[config.mk]
export PLATFORM = sky130hd
export DESIGN_NAME = mhbc_ctrl
export DESIGN_NICKNAME = d
export VERILOG_FILES = /design/src/rtl/mhbc_pkg.sv /design/src/rtl/mhbc_ctrl.sv
export SDC_FILE = /design/constraint.sdc
export NUM_CORES = 1
export LEC_CHECK = 0
export BUFFER_PORTS_ARGS = -buffer_cell sky130_fd_sc_hd__buf_4
export CAP_MARGIN = 20
export CELL_PAD_IN_SITES_DETAIL_PLACEMENT = 1
export CELL_PAD_IN_SITES_GLOBAL_PLACEMENT = 1
export CORE_ASPECT_RATIO = 1.1
export CORE_UTILIZATION = 30
export DETAILED_ROUTE_END_ITERATION = 8
export HOLD_SLACK_MARGIN = 0.08
export PLACE_DENSITY_LB_ADDON = 0.15
export SYNTH_ARGS = -nofsm -noshare
export SYNTH_HDL_FRONTEND = slang
export SYNTH_SLANG_ARGS = --single-unit
[constraint.sdc]
create_clock -name clk -period 2.3 [get_ports clk]
set_input_delay 0.46 -clock clk [delete_from_list [all_inputs] [get_ports clk]]
set_output_delay 0.46 -clock clk [all_outputs]
set_load 0.05 [all_outputs]
[src/rtl/mhbc_pkg.sv]
// Shared types, constants and the rotate function for the block compression core
package mhbc_pkg;

    localparam int unsigned NumWords  = 128;
    localparam int unsigned FullCount = 256;
    localparam int unsigned WordW     = 64;

    localparam logic [1:0] StatusOk    = 2'd0;
    localparam logic [1:0] StatusOver  = 2'd1;
    localparam logic [1:0] StatusEarly = 2'd2;

    localparam logic ReqLoad     = 1'b0;
    localparam logic ReqFinalize = 1'b1;

    typedef enum logic [2:0] {
        ST_IDLE,
        ST_COPY,
        ST_PERM,
        ST_EMIT,
        ST_ERR
    } state_t;

    // controller to datapath
    typedef struct packed {
        logic       load;
        logic       copy_en;
        logic [6:0] copy_idx;
        logic       perm_en;
        logic       col_pass;
        logic [2:0] grp;
        logic [5:0] phase;
        logic       emit_en;
        logic       emit_rd;
        logic [5:0] emit_idx;
        logic       out_load;
        logic       out_err;
        logic [1:0] err_code;
        logic       out_last;
        logic       clear_fill;
    } cmd_t;

    // datapath to controller
    typedef struct packed {
        logic       full;
        logic       out_busy;
        logic       pair_rdy;
        logic       rmw_busy;
    } stat_t;

    function automatic logic [63:0] rotr(input logic [63:0] v, input int unsigned n);
        rotr = (v >> n) | (v << (64 - n));
    endfunction

endpackage

[src/rtl/mhbc_ctrl.sv]
// Controller state machine sequencing load, compression and output
module mhbc_ctrl
    import mhbc_pkg::*;
(
    input  logic   clk,
    input  logic   rst_n,
    input  logic   in_valid,
    input  logic   req_type,
    input  stat_t  stat,
    output logic   in_stall,
    output cmd_t   cmd
);

    state_t     state_reg, state_next;
    logic [6:0] cnt_reg, cnt_next;     // copy index / emit index
    logic [3:0] grp_reg, grp_next;     // bit 3: column pass
    logic [5:0] ph_reg, ph_next;       // permutation phase
    logic       err_reg, err_next;     // 0 overfill, 1 early

    localparam logic [5:0] PhLast = 6'd49;

    // next state
    always_comb
    begin
        state_next = state_reg;
        cnt_next   = cnt_reg;
        grp_next   = grp_reg;
        ph_next    = ph_reg;
        err_next   = err_reg;
        unique case (state_reg)
            ST_IDLE:
            begin
                // an upper-half load holds the input for its read-modify-write
                if (in_valid && !stat.rmw_busy)
                begin
                    if (req_type == ReqLoad)
                    begin
                        if (stat.full)
                        begin
                            state_next = ST_ERR;
                            err_next   = 1'b0;
                        end
                    end
                    else if (!stat.full)
                    begin
                        state_next = ST_ERR;
                        err_next   = 1'b1;
                    end
                    else
                    begin
                        state_next = ST_COPY;
                        cnt_next   = '0;
                    end
                end
            end
            ST_COPY:
            begin
                cnt_next = cnt_reg + 7'd1;
                if (cnt_reg == 7'd127)
                begin
                    state_next = ST_PERM;
                    grp_next   = '0;
                    ph_next    = '0;
                end
            end
            ST_PERM:
            begin
                ph_next = ph_reg + 6'd1;
                if (ph_reg == PhLast)
                begin
                    ph_next  = '0;
                    grp_next = grp_reg + 4'd1;
                    if (grp_reg == 4'd15)
                    begin
                        state_next = ST_EMIT;
                        cnt_next   = '0;
                    end
                end
            end
            ST_EMIT:
            begin
                // cnt: bit0 selects phase (even read, then odd read and output load)
                if (!(cnt_reg[0] && (stat.out_busy || !stat.pair_rdy)))
                begin
                    cnt_next = cnt_reg + 7'd1;
                    if (cnt_reg == 7'd127)
                    begin
                        state_next = ST_IDLE;
                    end
                end
            end
            ST_ERR:
            begin
                if (!stat.out_busy)
                begin
                    state_next = ST_IDLE;
                end
            end
            default:
            begin
                state_next = ST_IDLE;
            end
        endcase
    end

    // outputs
    always_comb
    begin
        cmd      = '0;
        in_stall = 1'b1;
        cmd.copy_idx = cnt_reg;
        cmd.grp      = grp_reg[2:0];
        cmd.col_pass = grp_reg[3];
        cmd.phase    = ph_reg;
        cmd.emit_idx = cnt_reg[6:1];
        cmd.err_code = err_reg ? StatusEarly : StatusOver;
        unique case (state_reg)
            ST_IDLE:
            begin
                in_stall = stat.rmw_busy;
                cmd.load = in_valid && !stat.rmw_busy && (req_type == ReqLoad) &&
                           !stat.full;
            end
            ST_COPY:  cmd.copy_en = 1'b1;
            ST_PERM:  cmd.perm_en = 1'b1;
            ST_EMIT:
            begin
                cmd.emit_en    = 1'b1;
                cmd.emit_rd    = !cnt_reg[0];
                cmd.out_load   = cnt_reg[0] && stat.pair_rdy && !stat.out_busy;
                cmd.out_last   = (cnt_reg == 7'd127);
                cmd.clear_fill = (cnt_reg == 7'd127) && stat.pair_rdy && !stat.out_busy;
            end
            ST_ERR:
            begin
                cmd.out_load = !stat.out_busy;
                cmd.out_err  = 1'b1;
                cmd.out_last = 1'b1;
            end
            default: ;
        endcase
    end

    always_ff @(posedge clk or negedge rst_n)
    begin
        if (!rst_n)
        begin
            state_reg <= ST_IDLE;
            cnt_reg   <= '0;
            grp_reg   <= '0;
            ph_reg    <= '0;
            err_reg   <= 1'b0;
        end
        else
        begin
            state_reg <= state_next;
            cnt_reg   <= cnt_next;
            grp_reg   <= grp_next;
            ph_reg    <= ph_next;
            err_reg   <= err_next;
        end
    end

endmodule

# Word level (Yosys, flattened, before mapping)
# Index checks and enable logic that the tools add are counted.
# totals
wordCells	87
in_bits	8
reg_bits	21
output_inout_bits	35
# classes
n_addsub	3
reduce_logical	23
bitwise	1
n_eq_ne	18
n_mux	37
# op_table
op	n
7-bit two-way mux	6
3-bit two-way mux	10
7-bit case mux with 4 select lines	1
2-bit != test, second input constant	10
3-bit case mux with 5 select lines	1
6-bit two-way mux	2
6-bit case mux with 2 select lines	1
1-bit two-way mux	9
1-bit logical AND	8
4-bit two-way mux	2
4-bit case mux with 2 select lines	1
8-bit AND reduction	1
7-bit by 1-bit adder with 7-bit output, second input constant	1
7-bit equality test, second input constant	1
7-bit AND reduction	1
6-bit by 1-bit adder with 6-bit output, second input constant	1
3-bit by 2-bit equality test with 1-bit output, second input constant	2
6-bit equality test, second input constant	1
1-bit logical NOT	5
4-bit by 1-bit adder with 4-bit output, second input constant	1
4-bit equality test, second input constant	1
2-bit two-way mux	2
1-bit case mux with 2 select lines	2
4-bit AND reduction	1
10 further kinds	11

# Longest topological paths before layout
# Gate-level depths: netlist of run 1.
# logic_depth
depth_word	5
mapped_depth	8
depth_no_buf	7

# Worst setup path after synthesis of run 1
# Ideal clock, no wire load.
# synth_path
path_type	register to output
from	register cnt_reg[0]
to	output port cmd[1] (netlist name)
required_time_ps	1840
arrival_ps	2666
slack_ps	-826
stages_incl_launch_ff	5
n_path_buf	0
cell_sequence	dfrtp_1 ha_1 nand3_1 or2_2 o21ai_0
# synth_lines
item	line_no	text
from (decl)	mhbc_ctrl.sv:15	logic [6:0] cnt_reg, cnt_next;
from (signal assigned)	mhbc_ctrl.sv:157	cnt_reg <= cnt_next;
to (decl)	mhbc_ctrl.sv:11	output cmd_t cmd

==> results of run 1 <==
cell families after synthesis:
group	Yosys count	synth area share, %
muxes	5	4.427
adders and majority gates	6	5.208
and+or+nand+nor	63	23.87
buffers and inverters	22	10.07
DFF	21	36.46
xor gates and xnor gates	2	1.215
AOI/OAI and AO/OA	36	18.75
per-stage QoR:
stage                     total power [mW]  setup slack [ps]  cells  utilization, %  instance area [sq um]
after floorplan                      1.853             3.917    155               -                   1468
after global placement               2.216             234.7    248           39.03                   1803
after detailed placement             2.243             191.1    248           39.03                   1803
after CTS                            2.502             72.65    253           40.38                   1866
after global routing                 2.652             29.97    253           40.49                   1871
final                                2.478             128.8    253           40.49                   1871
layer usage:
metal	wire, um	share of wire, %	vias up
li1	-	-	629
met1	1614	44	647
met2	1917	52	22
met3	127	3.4	2
met4	28	0.76	0
met5	0	0	-
final cells by class:
| cell class | count | share of cell area (%) |
|---|---|---|
| clock buffer | 3 | 2.207 |
| clock inverter | 1 | 0.2676 |
| inverter | 10 | 2.274 |
| multi-input combinational | 112 | 43.08 |
| sequential | 21 | 28.23 |
| tap | 56 | 3.746 |
| timing repair buffer | 50 | 20.20 |
cells in the mapped netlist, drive strengths merged (2+ instances only):
cell	number	share of area, %
mux2	5	4.4
nor3	5	2.9
and3	3	1.3
inv	10	3.0
nand2b	3	1.3
a21oi	4	1.4
or3b	2	1.4
buf	11	6.8
a22o	2	1.2
nor2b	2	1.4
nand3	8	2.8
nand2	13	3.4
o31ai	3	1.6
nor2	15	3.9
o21ai	18	6.5
or3	2	0.87
ha	6	5.2
nand4	3	1.3
nor4	2	0.87
dfrtp	21	36
a31oi	3	1.3
report_power, final:
group | total [mW] | internal (mW) | switching, mW
combinational | 1.64 | 0.581 | 1.06
clock | 0.241 | 0.121 | 0.120
sequential | 0.600 | 0.466 | 0.134
total | 2.48 | 1.17 | 1.31
placed cells by master (no fill, tap or decap), drive strengths merged, types with 2 or more instances in the layout:
cell / count
o31ai: 3
nor2b: 2
and3: 3
or3b: 2
or3: 2
inv: 10
nand2: 13
a22o: 2
nor4: 2
nand2b: 3
ha: 6
nand4: 3
buf: 49
nand3: 8
a31oi: 3
nor2: 15
dfrtp: 21
o21ai: 18
mux2: 5
clkbuf: 3
a21oi: 4
nor3: 5
worst reg2reg max path: cells and delay by family (launching register included):
family,cells,cell delay [ps]
buf+inv,1,80
fa+ha+maj,1,140
mux,1,330
flops,1,410
compound gates,2,370
simple gates,2,650
worst min-delay path by stage:
stage               cells after the start           end
floorplan                               0    cnt_reg[0]
global placement                        1       err_reg
detailed placement                      1       err_reg
CTS                                     2  state_reg[2]
global route                            2  state_reg[2]
finish                                  2  state_reg[2]
repair_timing:
| action | CTS | global route |
|---|---|---|
| hold buffers | 1 | 0 |
| pin swaps | 0 | 0 |
| endpoints found under the setup margin | 1 | 2 |
| hold endpoints to repair | 6 | 0 |
| resized for setup | 1 | 2 |
==> flow_summary.toml, run 1 <==
[grt]
busiest_layer = "met2"
grt_use_met3_pct = 2.273
antenna_found_initial = 0
grt_pass1_vias = 1245
grt_use_total_pct = 15.57
gr-usage-met2_pct = 28.00
grt_max_degree = 22
use_met1_pct = 19.13
grt_pass1_wl_mm = 5.954
grt-ovfl-total = 0

[yosys]
ys.flop_type = "dfrtp_1"
synth_cells = 155
ys_ff_latch = 21
synth_edf_count = 0
seq_area_frac_synth_pct = 36.46
syn_avg_cell_area_sq_um = 9.299
yosysWarnings = 0
async_flop_share_pct = 100.0
netlist_area_sq_um = 1441
syn_nets = 169
netlist-cell-type-count = 44

[layout]
nets = 212
multi_input_area_sq_um = 805.8
drive_gt1_share_pct = 40.61
register_area_sq_um = 528.0
insertedDiodeCount = 0
largest_reg_flops = 7
num-fill-cells = 560
syn_to_final_growth_pct = 29.77

[power]
ir_drop_mv = 0.6612
power.density_nw_per_um2 = 1325
power_leakage_nw = 0.8926

[clocking]
cts_made_buffers = 3
cts_setup_buffers = 0
clock-root-buffer = "clkbuf_8"
cts_tree = "yes"
path_clk_slew_ps = 80
clk_latency_ps = 260
clock_path_buffers = 2
clock-sinks = 21
cts.htree.levels = 1

[die]
die_area_sq_um = 5086
die_w_um = 68.09
core_sq_um = 4619
fp.dieH_um = 74.70
rows = 26
ioPinCount = 43
start_util_pct = 31.20

[hold_path]
hold_start = "stat[2]"
hold_path_class = "in -> reg"

[setup_path]
crit_cells = 5
endpoint_kind = "output pin"
critPathMaxStageDelay_ps = 470
cp-startpoint = "state_reg[2]"
timing.rr.end = "state_reg[1]"
cp_top_family = "simple AND/OR/NAND/NOR gates"
path_max_fanout = 6
rr_worst_depth = 7
slowest_stage = "dfrtp_1"
worstSetupEndpoint = "cmd[33]"
r2r-start = "ph_reg[1]"
r2r_setup_slack_ps = 200
start_kind = "flip-flop"
worstPathRequired_ps = 1840
worstSetupPathType = "reg -> out"
crit_buf_inv = 2
critPathArrivalTime_ps = 1710
crit_chain = "buf_4 -> nor4_2 -> nand2_1 -> nor3_2 -> buf_4"
crit_top_cell = "buf_4"

[run_status]
status = "finished, final reports clean"

[timing]
clock_skew_ps = 8.420
setup_tns_ps = 0
worst_pin_slew_ps = 394.4
slew-limit-headroom_pct = 73.46
fin_crit_sh_pct = 94.40
holdWs_ps = 455.4
period_needed_ps = 2171
max_freq_mhz = 460.6
rsz0062_at_grt = "no"
setup_viol = 0
maxSlewViolCount = 0
hold_viol = 0

[flow_run]
cap_violations = 0

[drt]
wl_mm = 3.688
num_vias = 1300
ant_nets = 0
wire_per_inst_um = 14.58
dr.pass1.iters = 4
drtIter0Drc = 40
drc = 0
via_per_inst = 5.138

[place]
gp_congestion = 0.7548
port_buffers = 42
hpwl_mm = 2.927
Power figures use the tool's default switching activity.
==> run 2: changes to the inputs <==
--- a/config.mk
+++ b/config.mk
@@ -7,13 +7,12 @@
 export LEC_CHECK = 0
 export BUFFER_PORTS_ARGS = -buffer_cell sky130_fd_sc_hd__buf_4
 export CAP_MARGIN = 20
-export CELL_PAD_IN_SITES_DETAIL_PLACEMENT = 1
-export CELL_PAD_IN_SITES_GLOBAL_PLACEMENT = 1
 export CORE_ASPECT_RATIO = 1.1
 export CORE_UTILIZATION = 30
 export DETAILED_ROUTE_END_ITERATION = 8
 export HOLD_SLACK_MARGIN = 0.08
 export PLACE_DENSITY_LB_ADDON = 0.15
+export SETUP_SLACK_MARGIN = 0.4
 export SYNTH_ARGS = -nofsm -noshare
 export SYNTH_HDL_FRONTEND = slang
 export SYNTH_SLANG_ARGS = --single-unit
==> run 2 against run 1 <==
Net effect: die area stayed put; hold slack better by 8.5 ps; setup slack better by 95 ps; routed wire length is 4.7% higher; sequential share of layout area is 2.8 points lower; global-route usage is 0.75 points higher; clock-buffer cell count is 1 higher; utilization is 5.8 points higher; flip-flop and latch count stayed put; sequential power is 3% higher.
==> flow_summary.toml, run 2 (synthesized netlist as in run 1, its figures left out) <==
[setup_path]
r2r-start = "state_reg[1]"
path_max_fanout = 4
crit_chain = "buf_4 -> nor2_2 -> nand2_2 -> a21oi_4 -> buf_4"
rr_worst_depth = 7
r2r_setup_slack_ps = 320
critPathArrivalTime_ps = 1620
worstPathRequired_ps = 1840
crit_cells = 5
crit_top_cell = "buf_4"
timing.rr.end = "state_reg[0]"
slowest_stage = "dfrtp_2"
critPathMaxStageDelay_ps = 440
worstSetupPathType = "reg -> out"
crit_buf_inv = 2
start_kind = "flip-flop"
cp_top_family = "flip-flops"
endpoint_kind = "output pin"

[clocking]
cts_tree = "yes"
clock_path_buffers = 2
cts.htree.levels = 1
cts_made_buffers = 3
clock-root-buffer = "clkbuf_8"
clk_latency_ps = 270
clock-sinks = 21
path_clk_slew_ps = 80

[layout]
largest_reg_flops = 7
num-fill-cells = 435
register_area_sq_um = 543.0
final_cell_mix = "60 x buf_4, 15 x o21ai_0, 13 x nor2_1"
layout_commonest_cell = "buf_4"
design_area_sq_um = 2138
syn_to_final_growth_pct = 48.35
fin_cells = 270
nets = 229
drive_gt1_share_pct = 52.34
multi_input_area_sq_um = 895.9
insertedDiodeCount = 0

[place]
port_buffers = 42
place_ws_ps = 197.4
hpwl_mm = 2.748
gp_congestion = 0.8047
dp.cells = 245
postPlaceCellArea_sq_um = 1863

[run_status]
status = "finished, final reports clean"

[power]
internal-power_mw = 1.396
pwr-share-seq_pct = 21.7
p_sw_share_pct = 50.90
power.switching_mw = 1.448
p_clk_share_pct = 9.0
power_frac_comb_pct = 69.3
power.density_nw_per_um2 = 1330
ir_drop_mv = 0.6286
power_leakage_nw = 1.000

[hold_path]
hold_start = "stat[2]"
holdPathStages = 2
hold_end = "state_reg[2]"
hold_path_class = "in -> reg"

[timing]
fin_crit_sh_pct = 90.28
hold_viol = 0
slew-limit-headroom_pct = 70.33
max_freq_mhz = 481.6
maxSlewViolCount = 0
period_needed_ps = 2076
setup_viol = 0
setup_tns_ps = 0
setup_slack_ps = 223.6
clock_skew_ps = 3.105
worst_pin_slew_ps = 440.9
rsz0062_at_grt = "yes"

[drt]
via_per_inst = 5.007
drc = 0
drtIter0Drc = 40
dr.pass1.iters = 4
wl_mm = 3.863
ant_nets = 0
num_vias = 1352
wire_per_inst_um = 14.31

[die]
start_util_pct = 31.20
die_area_sq_um = 5086
die_w_um = 68.09
core_sq_um = 4619
rows = 26
ioPinCount = 43
fp.dieH_um = 74.70

[flow_run]
cap_violations = 0

[grt]
grt_pass1_wl_mm = 6.113
antenna_found_initial = 0
grt-ovfl-total = 0
grt_use_total_pct = 16.31
grt_max_degree = 22
grt_pass1_vias = 1248
run 2: cell count changes in the layout (fill, tap and decap cells not counted), sizes merged:
cell    before  now
buf         49   66
clkbuf       3    4
clkinv       1    0
run 2: cell type report:
| class | instances | share of cell area (%) |
|---|---|---|
| Clock buffer | 4 | 2.106 |
| Multi-Input combinational cell | 112 | 41.90 |
| Timing Repair Buffer | 67 | 25.10 |
| Sequential cell | 21 | 25.39 |
| Inverter | 10 | 2.224 |
| Tap cell | 56 | 3.277 |
run 2: stage by stage:
| step | util, % | hold slack, ps | power (mW) |
|---|---|---|---|
| after global routing | 46.29 | 462.5 | 3.016 |
| after global placement | 40.33 | 365.2 | 2.271 |
| after CTS | 45.67 | 462.0 | 2.816 |
| final | 46.29 | 463.9 | 2.844 |
| after floorplan | - | 164.4 | 1.930 |
| after detailed placement | 40.33 | 368.4 | 2.286 |
run 2: power groups by stage:
stage | logic [mW] | clock network, mW | registers [mW]
floorplan | 1.14 | 0 | 0.792
global route | 2.10 | 0.280 | 0.635
CTS | 1.94 | 0.262 | 0.612
global placement | 1.62 | 0 | 0.655
detailed placement | 1.62 | 0 | 0.663
finish | 1.97 | 0.257 | 0.617
run 2: worst max-delay path by stage:
stage	start	to	slack (ps)
after floorplan	ph_reg[1]	state_reg[0]	260
after detailed placement	stat[2]	state_reg[0]	200
final	state_reg[1]	cmd[5]	220
after global routing	state_reg[0]	cmd[33]	180
after CTS	state_reg[0]	cmd[33]	230
after global placement	stat[2]	state_reg[0]	230
run 2: timing repair:
item                       4_1_cts  5_1_grt
hold endpoints to repair        11        0
gates cloned                     0        0
gates resized for setup         13        3
setup endpoints to repair       22       23
pin swaps                        5        4
buffers inserted                17        3
hold buffers                     1        0
run 2: worst reg2reg max path, delay by kind of cell (launching register included):
kind	cells	cell delay, ps
simple gates	1	260
buf+inv	2	210
mux	1	330
flops	1	440
compound gates	3	620
run 2: routing by layer:
metal / vias up / routed length (um) / track usage [%]
met2: 33 / 1933 / 27.12
met4: 0 / 82 / 8.102
li1: 666 / - / -
met1: 646 / 1732 / 20.51
met5: - / 0 / 0
met3: 7 / 115 / 2.273
